`src/hdl/rrps_pkg.sv`:
```
// Shared types, codes and defaults of the round-robin process scheduler.
package rrps_pkg;

  localparam int MAX_PROCESSES_DEF = 16;
  localparam int COUNTER_WIDTH_DEF = 32;
  localparam int REM_W             = 16;
  localparam int PID_PORT_W        = 5;
  localparam int METRIC_W          = 32;
  localparam logic [7:0] QUANTUM_RESET = 8'd4;

  typedef enum logic [1:0] {
    CMD_CREATE = 2'd0,
    CMD_TICK   = 2'd1,
    CMD_KILL   = 2'd2,
    CMD_READ   = 2'd3
  } cmd_t;

  typedef enum logic [1:0] {
    PS_UNUSED     = 2'd0,
    PS_READY      = 2'd1,
    PS_RUNNING    = 2'd2,
    PS_TERMINATED = 2'd3
  } proc_state_t;

  typedef enum logic {
    ALU_INC_SAT   = 1'b0,
    ALU_DEC_FLOOR = 1'b1
  } alu_op_t;

  typedef enum logic [3:0] {
    S_IDLE,
    S_DECODE,
    S_POP,
    S_CHECK,
    S_RUN_RD,
    S_RUN_REM,
    S_RUN_TURN,
    S_SWEEP,
    S_FINAL,
    S_RPT_RD,
    S_RPT
  } sched_state_t;

  typedef struct packed {
    logic push;
    logic pop;
  } fifo_ctrl_t;

endpackage

```
`src/hdl/rrps_alu.sv`:
```
// Shared counter unit: saturating increment and floor-at-zero decrement.
module rrps_alu #(
  parameter int COUNTER_WIDTH = rrps_pkg::COUNTER_WIDTH_DEF,
  parameter int AW            = rrps_pkg::COUNTER_WIDTH_DEF
) (
  input  rrps_pkg::alu_op_t op,
  input  logic [AW-1:0]     a,
  output logic [AW-1:0]     y
);
  import rrps_pkg::*;

  localparam logic [AW-1:0] CMAX = AW'({COUNTER_WIDTH{1'b1}});

  always_comb begin
    unique case (op)
      ALU_INC_SAT:   y = (a >= CMAX) ? CMAX : a + AW'(1);
      ALU_DEC_FLOOR: y = (a == '0) ? '0 : a - AW'(1);
      default:       y = a;
    endcase
  end

endmodule

```
`src/hdl/rrps_fifo.sv`:
```
// Ready queue: circular buffer of process ids with registered head read.
module rrps_fifo #(
  parameter int DEPTH = rrps_pkg::MAX_PROCESSES_DEF,
  parameter int PID_W = 5
) (
  input  logic                 clk,
  input  logic                 rst,
  input  rrps_pkg::fifo_ctrl_t ctrl,
  input  logic [PID_W-1:0]     push_pid,
  output logic [PID_W-1:0]     head_pid,
  output logic                 nonempty
);
  import rrps_pkg::*;

  localparam int PTR_W = $clog2(DEPTH);
  localparam int CNT_W = $clog2(DEPTH + 1);

  logic [PID_W-1:0] mem [0:DEPTH-1];
  logic [PTR_W-1:0] head;
  logic [PTR_W-1:0] tail;
  logic [CNT_W-1:0] count;
  logic             do_push;
  logic             do_pop;

  // drop a push into a full queue
  assign do_push  = ctrl.push && (count != CNT_W'(DEPTH));
  assign do_pop   = ctrl.pop && (count != '0);
  assign nonempty = (count != '0);

  always_ff @(posedge clk) begin
    if (do_push) begin
      mem[tail] <= push_pid;
    end
    head_pid <= mem[head];
  end

  always_ff @(posedge clk) begin
    if (rst) begin
      head  <= '0;
      tail  <= '0;
      count <= '0;
    end else begin
      if (do_push) begin
        tail <= (tail == PTR_W'(DEPTH - 1)) ? '0 : tail + PTR_W'(1);
      end
      if (do_pop) begin
        head <= (head == PTR_W'(DEPTH - 1)) ? '0 : head + PTR_W'(1);
      end
      if (do_push && !do_pop) begin
        count <= count + CNT_W'(1);
      end else if (do_pop && !do_push) begin
        count <= count - CNT_W'(1);
      end
    end
  end

endmodule

```
`src/hdl/round_robin_process_scheduler_unit.sv`:
```
// Round-robin process scheduler: sequencer, process table and metric memories.
// A tick sweeps the table one entry a cycle through the one shared counter unit.
// One command at a time: busy stays high until done.
// Reset (rst, synchronous) clears control state and marks every entry unused;
// the done strobe is shown for one cycle and cannot be held off.
module round_robin_process_scheduler_unit #(
  parameter int MAX_PROCESSES = rrps_pkg::MAX_PROCESSES_DEF,
  parameter int COUNTER_WIDTH = rrps_pkg::COUNTER_WIDTH_DEF
) (
  input  logic                            clk,
  input  logic                            rst,
  input  logic                            start,
  output logic                            busy,
  input  logic [1:0]                      command,
  input  logic [rrps_pkg::REM_W-1:0]      burst_length,
  input  logic [rrps_pkg::PID_PORT_W-1:0] target_pid,
  output logic                            done,
  output logic [rrps_pkg::PID_PORT_W-1:0] result_pid,
  output logic [1:0]                      process_state,
  output logic                            error_flag,
  output logic                            finished_flag,
  output logic                            preempted_flag,
  output logic [rrps_pkg::METRIC_W-1:0]   waiting_ticks,
  output logic [rrps_pkg::METRIC_W-1:0]   turnaround_ticks,
  output logic [rrps_pkg::REM_W-1:0]      remaining_ticks,
  input  logic                            cfg_valid,
  output logic                            cfg_ready,
  input  logic [7:0]                      cfg_data
);
  import rrps_pkg::*;

  localparam int PID_W = $clog2(MAX_PROCESSES + 1);
  localparam int NP_W  = $clog2(MAX_PROCESSES + 2);
  localparam int AW    = (COUNTER_WIDTH > REM_W) ? COUNTER_WIDTH : REM_W;
  localparam logic [NP_W-1:0] PID_MAX  = NP_W'(MAX_PROCESSES);
  localparam logic [NP_W-1:0] SWEEP_END = NP_W'(MAX_PROCESSES + 1);

  // Clip a counter to the 32-bit metric ports.
  function automatic logic [METRIC_W-1:0] clip_metric(input logic [COUNTER_WIDTH-1:0] v);
    logic [2*METRIC_W-1:0] w;
    w = (2*METRIC_W)'(v);
    return (|w[2*METRIC_W-1:METRIC_W]) ? '1 : w[METRIC_W-1:0];
  endfunction

  // Control state
  sched_state_t       state, state_next;
  cmd_t               cmd_q;
  logic [REM_W-1:0]   burst_q;
  logic [PID_PORT_W-1:0] target_q;
  logic [PID_W-1:0]   running_pid, running_next;
  logic [7:0]         slice_counter, slice_next;
  logic [NP_W-1:0]    next_pid, next_pid_next;
  logic [NP_W-1:0]    idx, idx_next;
  logic [PID_W-1:0]   rpt_pid, rpt_pid_next;
  logic               fin_q, fin_next;
  logic               pre_q, pre_next;
  logic [REM_W-1:0]   cur_rem, cur_rem_next;
  logic [7:0]         quantum_ticks;

  // Process table: state in flops, metrics in memories
  proc_state_t        entry_state [0:MAX_PROCESSES];
  logic [REM_W-1:0]   rem_mem  [0:MAX_PROCESSES];
  logic [COUNTER_WIDTH-1:0] wait_mem [0:MAX_PROCESSES];
  logic [COUNTER_WIDTH-1:0] turn_mem [0:MAX_PROCESSES];
  logic [REM_W-1:0]   rem_q;
  logic [COUNTER_WIDTH-1:0] wait_q;
  logic [COUNTER_WIDTH-1:0] turn_q;

  // Table access controls
  logic [PID_W-1:0]   st_addr;
  proc_state_t        st_rd;
  logic               st_we;
  logic [PID_W-1:0]   st_waddr;
  proc_state_t        st_wdata;
  logic [PID_W-1:0]   mem_raddr;
  logic [PID_W-1:0]   mem_waddr;
  logic               rem_we, wait_we, turn_we;
  logic [REM_W-1:0]   rem_wdata;
  logic [COUNTER_WIDTH-1:0] wait_wdata, turn_wdata;

  // Shared unit and queue
  alu_op_t            alu_op;
  logic [AW-1:0]      alu_a, alu_y;
  fifo_ctrl_t         fifo_ctrl;
  logic [PID_W-1:0]   fifo_push_pid;
  logic [PID_W-1:0]   fifo_head_pid;
  logic               fifo_nonempty;

  // Result load
  logic               out_load;
  logic [PID_PORT_W-1:0] o_pid;
  proc_state_t        o_state;
  logic               o_err, o_fin, o_pre;
  logic [METRIC_W-1:0] o_wait, o_turn;
  logic [REM_W-1:0]   o_rem;

  logic               accept;
  logic               tgt_ok;
  logic [PID_W-1:0]   tgt_pid;
  logic [NP_W-1:0]    idx_m1;
  logic [PID_W-1:0]   wb_addr;
  logic [7:0]         slice_inc;

  assign busy      = (state != S_IDLE);
  assign accept    = start && !busy;
  assign cfg_ready = 1'b1;

  assign tgt_ok  = (target_q != '0) && (int'(target_q) <= MAX_PROCESSES);
  assign tgt_pid = PID_W'(target_q);
  assign idx_m1  = idx - NP_W'(1);
  assign wb_addr = PID_W'(idx_m1);
  assign slice_inc = (slice_counter < 8'hFF) ? slice_counter + 8'd1 : slice_counter;
  assign st_rd   = entry_state[st_addr];

  rrps_alu #(
    .COUNTER_WIDTH (COUNTER_WIDTH),
    .AW            (AW)
  ) u_alu (
    .op (alu_op),
    .a  (alu_a),
    .y  (alu_y)
  );

  rrps_fifo #(
    .DEPTH (MAX_PROCESSES),
    .PID_W (PID_W)
  ) u_fifo (
    .clk      (clk),
    .rst      (rst),
    .ctrl     (fifo_ctrl),
    .push_pid (fifo_push_pid),
    .head_pid (fifo_head_pid),
    .nonempty (fifo_nonempty)
  );

  // Sequencer: next state, table controls and result load
  always_comb begin
    state_next    = state;
    running_next  = running_pid;
    slice_next    = slice_counter;
    next_pid_next = next_pid;
    idx_next      = idx;
    rpt_pid_next  = rpt_pid;
    fin_next      = fin_q;
    pre_next      = pre_q;
    cur_rem_next  = cur_rem;

    st_addr   = rpt_pid;
    st_we     = 1'b0;
    st_waddr  = rpt_pid;
    st_wdata  = PS_READY;
    mem_raddr = running_pid;
    mem_waddr = running_pid;
    rem_we    = 1'b0;
    wait_we   = 1'b0;
    turn_we   = 1'b0;
    rem_wdata  = burst_q;
    wait_wdata = '0;
    turn_wdata = '0;

    alu_op = ALU_INC_SAT;
    alu_a  = '0;
    fifo_ctrl     = '0;
    fifo_push_pid = running_pid;

    out_load = 1'b0;
    o_pid    = '0;
    o_state  = PS_UNUSED;
    o_err    = 1'b0;
    o_fin    = 1'b0;
    o_pre    = 1'b0;
    o_wait   = '0;
    o_turn   = '0;
    o_rem    = '0;

    unique case (state)
      S_IDLE: begin
        if (accept) begin
          state_next = S_DECODE;
        end
      end

      S_DECODE: begin
        fin_next = 1'b0;
        pre_next = 1'b0;
        unique case (cmd_q)
          CMD_CREATE: begin
            if (next_pid > PID_MAX) begin
              // table full: error with every other field zero
              out_load   = 1'b1;
              o_err      = 1'b1;
              state_next = S_IDLE;
            end else begin
              st_we         = 1'b1;
              st_waddr      = PID_W'(next_pid);
              st_wdata      = PS_READY;
              mem_waddr     = PID_W'(next_pid);
              rem_we        = 1'b1;
              wait_we       = 1'b1;
              turn_we       = 1'b1;
              fifo_ctrl.push = 1'b1;
              fifo_push_pid = PID_W'(next_pid);
              next_pid_next = next_pid + NP_W'(1);
              rpt_pid_next  = PID_W'(next_pid);
              state_next    = S_RPT_RD;
            end
          end
          CMD_TICK: begin
            if (running_pid != '0) begin
              state_next = S_RUN_RD;
            end else if (fifo_nonempty) begin
              state_next = S_POP;
            end else begin
              // idle tick: nothing to run
              out_load   = 1'b1;
              state_next = S_IDLE;
            end
          end
          CMD_KILL, CMD_READ: begin
            st_addr = tgt_ok ? tgt_pid : '0;
            if (!tgt_ok || st_rd == PS_UNUSED) begin
              out_load   = 1'b1;
              o_pid      = target_q;
              o_err      = 1'b1;
              state_next = S_IDLE;
            end else begin
              if (cmd_q == CMD_KILL) begin
                st_we    = 1'b1;
                st_waddr = tgt_pid;
                st_wdata = PS_TERMINATED;
                if (running_pid == tgt_pid) begin
                  running_next = '0;
                  slice_next   = '0;
                end
              end
              rpt_pid_next = tgt_pid;
              state_next   = S_RPT_RD;
            end
          end
          default: state_next = S_IDLE;
        endcase
      end

      S_POP: begin
        fifo_ctrl.pop = 1'b1;
        state_next    = S_CHECK;
      end

      S_CHECK: begin
        // skip queue entries that were killed while waiting
        st_addr = fifo_head_pid;
        if (st_rd == PS_READY) begin
          st_we        = 1'b1;
          st_waddr     = fifo_head_pid;
          st_wdata     = PS_RUNNING;
          running_next = fifo_head_pid;
          slice_next   = '0;
          state_next   = S_RUN_RD;
        end else if (fifo_nonempty) begin
          state_next = S_POP;
        end else begin
          out_load   = 1'b1;
          state_next = S_IDLE;
        end
      end

      S_RUN_RD: begin
        state_next = S_RUN_REM;
      end

      S_RUN_REM: begin
        alu_op       = ALU_DEC_FLOOR;
        alu_a        = AW'(rem_q);
        rem_we       = 1'b1;
        rem_wdata    = REM_W'(alu_y);
        cur_rem_next = REM_W'(alu_y);
        state_next   = S_RUN_TURN;
      end

      S_RUN_TURN: begin
        alu_op     = ALU_INC_SAT;
        alu_a      = AW'(turn_q);
        turn_we    = 1'b1;
        turn_wdata = COUNTER_WIDTH'(alu_y);
        slice_next = slice_inc;
        idx_next   = NP_W'(1);
        state_next = S_SWEEP;
      end

      S_SWEEP: begin
        // read entry idx, write back entry idx-1
        mem_raddr = (idx <= PID_MAX) ? PID_W'(idx) : '0;
        mem_waddr = wb_addr;
        st_addr   = wb_addr;
        if (idx >= NP_W'(2) && wb_addr != running_pid && st_rd == PS_READY) begin
          alu_op     = ALU_INC_SAT;
          alu_a      = AW'(wait_q);
          wait_we    = 1'b1;
          wait_wdata = COUNTER_WIDTH'(alu_y);
        end
        idx_next = idx + NP_W'(1);
        if (idx == SWEEP_END) begin
          state_next = S_FINAL;
        end
      end

      S_FINAL: begin
        rpt_pid_next = running_pid;
        st_waddr     = running_pid;
        if (cur_rem == '0) begin
          fin_next     = 1'b1;
          st_we        = 1'b1;
          st_wdata     = PS_TERMINATED;
          running_next = '0;
        end else if (slice_counter >= quantum_ticks) begin
          pre_next       = 1'b1;
          st_we          = 1'b1;
          st_wdata       = PS_READY;
          fifo_ctrl.push = 1'b1;
          fifo_push_pid  = running_pid;
          running_next   = '0;
        end
        state_next = S_RPT_RD;
      end

      S_RPT_RD: begin
        mem_raddr  = rpt_pid;
        state_next = S_RPT;
      end

      S_RPT: begin
        st_addr    = rpt_pid;
        out_load   = 1'b1;
        o_pid      = PID_PORT_W'(rpt_pid);
        o_state    = st_rd;
        o_fin      = fin_q;
        o_pre      = pre_q;
        o_wait     = clip_metric(wait_q);
        o_turn     = clip_metric(turn_q);
        o_rem      = rem_q;
        state_next = S_IDLE;
      end

      default: state_next = S_IDLE;
    endcase
  end

  // State register and control registers
  always_ff @(posedge clk) begin
    if (rst) begin
      state         <= S_IDLE;
      running_pid   <= '0;
      slice_counter <= '0;
      next_pid      <= NP_W'(1);
      idx           <= '0;
      rpt_pid       <= '0;
      fin_q         <= 1'b0;
      pre_q         <= 1'b0;
      done          <= 1'b0;
    end else begin
      state         <= state_next;
      running_pid   <= running_next;
      slice_counter <= slice_next;
      next_pid      <= next_pid_next;
      idx           <= idx_next;
      rpt_pid       <= rpt_pid_next;
      fin_q         <= fin_next;
      pre_q         <= pre_next;
      done          <= out_load;
    end
  end

  // Quantum register: written through its own channel, always ready
  always_ff @(posedge clk) begin
    if (rst) begin
      quantum_ticks <= QUANTUM_RESET;
    end else if (cfg_valid && cfg_ready) begin
      quantum_ticks <= cfg_data;
    end
  end

  // Capture the command transaction
  always_ff @(posedge clk) begin
    if (accept) begin
      cmd_q    <= cmd_t'(command);
      burst_q  <= burst_length;
      target_q <= target_pid;
    end
    cur_rem <= cur_rem_next;
  end

  // Entry states: flops cleared to unused by reset
  always_ff @(posedge clk) begin
    if (rst) begin
      for (int i = 0; i <= MAX_PROCESSES; i++) begin
        entry_state[i] <= PS_UNUSED;
      end
    end else if (st_we) begin
      entry_state[st_waddr] <= st_wdata;
    end
  end

  // Metric memories: one write and one registered read a cycle
  always_ff @(posedge clk) begin
    if (rem_we) begin
      rem_mem[mem_waddr] <= rem_wdata;
    end
    if (wait_we) begin
      wait_mem[mem_waddr] <= wait_wdata;
    end
    if (turn_we) begin
      turn_mem[mem_waddr] <= turn_wdata;
    end
    rem_q  <= rem_mem[mem_raddr];
    wait_q <= wait_mem[mem_raddr];
    turn_q <= turn_mem[mem_raddr];
  end

  // Result registers, loaded together with done and held until the next result
  always_ff @(posedge clk) begin
    if (out_load) begin
      result_pid       <= o_pid;
      process_state    <= o_state;
      error_flag       <= o_err;
      finished_flag    <= o_fin;
      preempted_flag   <= o_pre;
      waiting_ticks    <= o_wait;
      turnaround_ticks <= o_turn;
      remaining_ticks  <= o_rem;
    end
  end

endmodule

```
`config.mk`:
```
export PLATFORM = sky130hd
export DESIGN_NAME = round_robin_process_scheduler_unit
export DESIGN_NICKNAME = d
export VERILOG_FILES = /design/src/hdl/rrps_pkg.sv /design/src/hdl/rrps_alu.sv /design/src/hdl/rrps_fifo.sv /design/src/hdl/round_robin_process_scheduler_unit.sv
export SDC_FILE = /design/constraint.sdc
export NUM_CORES = 2
export LEC_CHECK = 0
export BUFFER_PORTS_ARGS = -buffer_cell sky130_fd_sc_hd__buf_2
export CORE_MARGIN = 2
export CORE_UTILIZATION = 45
export CTS_BUF_LIST = sky130_fd_sc_hd__clkbuf_8
export DETAILED_ROUTE_END_ITERATION = 12
export PLACE_DENSITY_LB_ADDON = 0.1
export SETUP_SLACK_MARGIN = 0.15
export SYNTH_ARGS = -nofsm -noshare
export SYNTH_HDL_FRONTEND = slang
export SYNTH_SLANG_ARGS = --single-unit
```
`constraint.sdc`:
```
create_clock -name clk -period 12.6 [get_ports clk]
set_clock_uncertainty 0.05 [all_clocks]
set_input_delay 1.26 -clock clk [delete_from_list [all_inputs] [get_ports clk]]
set_output_delay 1.26 -clock clk [all_outputs]
set_load 0.01 [all_outputs]
```
==> results by group <==
Run status
  • Status: finished clean

Yosys
  • Syn. warnings: 0
  • Synth async-reset ratio: 0
  • Post-synth EDFFs: 1633
  • Synth area leader: edfxtp_1
  • Synthesized cell area: between 0.07 and 0.08 mm^2
  • Flops & latches, synth: approximately 1800
  • Post-Synthesis Cells: 5475
  • Top cells by area, synth: edfxtp_1, a211oi_1, dfxtp_1
  • Mean Syn Cell Area: approximately 14 um^2
  • Yosys top cell area share: 0.6598
  • Main flop type after synthesis: edfxtp_1
  • Netlist cell types: between 90 and 100
  • Mapped Nets: around 5500
  • Seq/Total Area, Yosys: 0.6978

Critical path
  • Req. time, crit path: approximately 13000 ps
  • Crit path max fanout: 23
  • Flop2flop setup slack: 4510 ps
  • CP Capture Type: flip-flop
  • Number of cells on the worst reg-to-reg path: 12
  • Critical Path AT: 8680 ps
  • Critical path type: reg2reg
  • Critical path startpoint category: flip-flop

Placement
  • HPWL reported at the end of detailed placement: ~120 mm
  • Cells after DPL: 7495
  • GPL Wtd Cong: roughly 0.95
  • Number of port buffers: 126

Clock tree
  • Hold_buf cts: 0
  • Skew-Pair Late Insertion Delay: between 1000 and 1500 ps
  • Clock root cell: clkbuf_8
  • PostCTS Resize Cnt: 0
  • Setup Buffers After CTS: 0
  • CTS Sinks: 1774
  • Cts bufs inserted: roughly 310
  • H-tree depth: 5
  • Clk buf depth: 4
  • Clk slew on worst S/H paths: 60 ps
  • CTS tree: done

Timing
  • Hold WS: around 360 ps
  • Setup total negative slack: 0 ps
  • Slew Viols, Final: 0
  • Final setup vio count: 0
  • RSZ-0062 raised after global routing: false
  • Fin. Hold Viols: 0
  • Fin crit share: 0.6419
  • Highest Clock Rate: 123.6 MHz
  • Actual slew at the worst max-slew pin: roughly 1400 ps
  • Tmin final: 8088 ps
  • Slew margin rel.: 0.09269

Power and ir drop
  • Leak Pwr: roughly 0.027 uW
  • Pwr dens: 145.5 mW/mm^2
  • Net switching power: 2814 uW
  • Reg power frac: 0.543
  • Logic pwr share: 0.054
  • Peak supply drop: a little over 0.1 mV
  • Clk pwr share: 0.404
  • Pint: 9293 uW
  • Sw frac: 0.2324

Global routing
  • Grt total ovfl: 0
  • Global-route wire length before repair: between 300 and 400 mm
  • Pin count of the biggest net entering global routing: between 200 and 250
  • Vias in the first global route: 45894
  • Gr usage total: 0.2578
  • Initial antenna violation count: 5

Route
  • TritonRoute pass-1 iters: 6
  • Metal-1 WL: between 90 and 100 mm
  • # DRC: 0
  • DR iter-0 viols: 4467
  • Wire length on met2: 101.3 mm
  • Uppermost routed layer: met4
  • DR WL/cell: 27.42 um
  • Vias per cell: roughly 5.9
  • Met3 wire len: 15.92 mm
  • DR vias: 47827
  • WL final: 220.5 mm
  • Post-route antenna net violation count: 0

Floorplan
  • Die height: 410.4 um
  • Num ports: 128
  • Die extent in x: 410.4 um
  • Initial core utilization: 0.4520
  • Cell Rows: 149
  • Die area: approximately 0.17 mm^2
  • Core area: around 0.16 mm^2

Layout
  • Final #Nets: 5685
  • Layout area overhead: 11.98%
  • Commonest non-fill, non-tap cell in the layout: edfxtp_1
  • Util after Layout: 0.5061
  • Final Instance Count excl. Fillers: 8042
  • Layout cells sized above 1: 0.1318
  • Seq. cell area: between 0.05 and 0.06 mm^2
  • Leading cell types in the layout, fill and taps excluded: edfxtp_1, nand2_1, a211oi_1
  • Fill cells: 14213
  • Multi-input logic area: 0.02111 mm^2

Flow run
  • Max-cap violation count: 0

Min path
  • Worst hold-check path type: reg2reg
  • Hold Crit Depth: 1
cells in the mapped netlist (19+ instances only):
cell type and count:
a21oi_1 228, a22oi_1 19, nand3b_1 25, a211oi_1 580
nand2_1 619, o21ai_0 83, inv_1 49, nor4_1 20
nor3_1 79, clkbuf_1 364, xor2_1 22, nand3_1 41
and2_1 425, nor2_1 194, nand2b_1 29, ha_1 27
edfxtp_1 1633, mux2i_1 110, mux4_2 29, or3_1 23
a21o_1 96, dfxtp_1 141, a311oi_1 82, xnor2_1 28
and3_1 23, a31oi_1 180, buf_2 20
routing by layer:
| metal | GRT usage | vias to the layer above |
|---|---|---|
| met1 | 0.3640 | 24220 |
| met2 | 0.4041 | 1791 |
| met4 | 0.08139 | 0 |
| li1 | - | 21398 |
| met5 | 0 | - |
| met3 | 0.04808 | 418 |
cells by family (layout without fill, tap and decap cells):
group           count (synthesis)  after routing  synth area share
compound gates               1436           1436            0.1361
simple gates                 1581           1581            0.1067
xor+xnor                       50             50          0.005893
other cells                     1              3        0.00005046
fa+ha+maj                      28             28          0.004815
flops                        1774           1774            0.6978
buf+inv                       463            839           0.02463
mux                           142            142           0.02406
path summary, 6_finish.rpt:
kind | to | from
max | wait_mem[15][5]$_DFFE_PP_ | state[2]$_SDFFE_PP0P_
min | turn_q[27]$_DFF_P_ | turn_mem[16][27]$_DFFE_PP_
max reg2reg | wait_mem[15][5]$_DFFE_PP_ | state[2]$_SDFFE_PP0P_
min reg2reg | turn_q[27]$_DFF_P_ | turn_mem[16][27]$_DFFE_PP_
through the flow:
step           power [uW]  area [um^2]  worst slack [ps]
2_1_floorplan        7072        74320              5797
3_5_place_dp         7336        77500              4743
6_report            12110        83220              4512
4_1_cts             12220        83200              4703
5_1_grt             12530        83220              4002
3_3_place_gp         7333        77500              4921
power groups by stage:
stage,sequential (uW),clock (uW),combinational (uW)
finish,6570,4890,649
CTS,6570,5000,647
global route,6570,5260,702
detailed placement,6690,0,644
floorplan,6640,0,435
global placement,6690,0,640
flip-flops by register name, indices dropped and copies added, names as in the netlist, 8 cells and up:
| register | cells |
|---|---|
| turn_mem | 544 |
| wait_mem | 544 |
| rem_mem | 272 |
| u_fifo.mem | 80 |
| entry_state | 64 |
| turn_q | 32 |
| turnaround_ticks | 32 |
| wait_q | 32 |
| waiting_ticks | 32 |
| burst_q | 16 |
| cur_rem | 16 |
| rem_q | 16 |
| remaining_ticks | 16 |
| quantum_ticks | 8 |
| slice_counter | 8 |
cell type report:
| cell class | instances | area share |
|---|---|---|
| well taps | 2189 | 0.03291 |
| multi-input cells | 3238 | 0.2536 |
| inverters | 49 | 0.002210 |
| diodes | 2 | 0.00006014 |
| clock inverters | 198 | 0.01107 |
| clock buffers | 347 | 0.05739 |
| flip-flops and latches | 1774 | 0.6232 |
| repair buffers | 245 | 0.01952 |
critical path, stage by stage (launching register included):
cell and delay (ps):
dfxtp_1 910, nor2b_1 220, a221o_1 490, o21ai_2 630, mux4_2 590, a32oi_1 310
nand3_2 260, nor4b_4 1030, o21ai_1 360, a221oi_4 880, nand3_2 690, o21a_1 450
nor2_1 810
(Power assumes the default switching activity.)
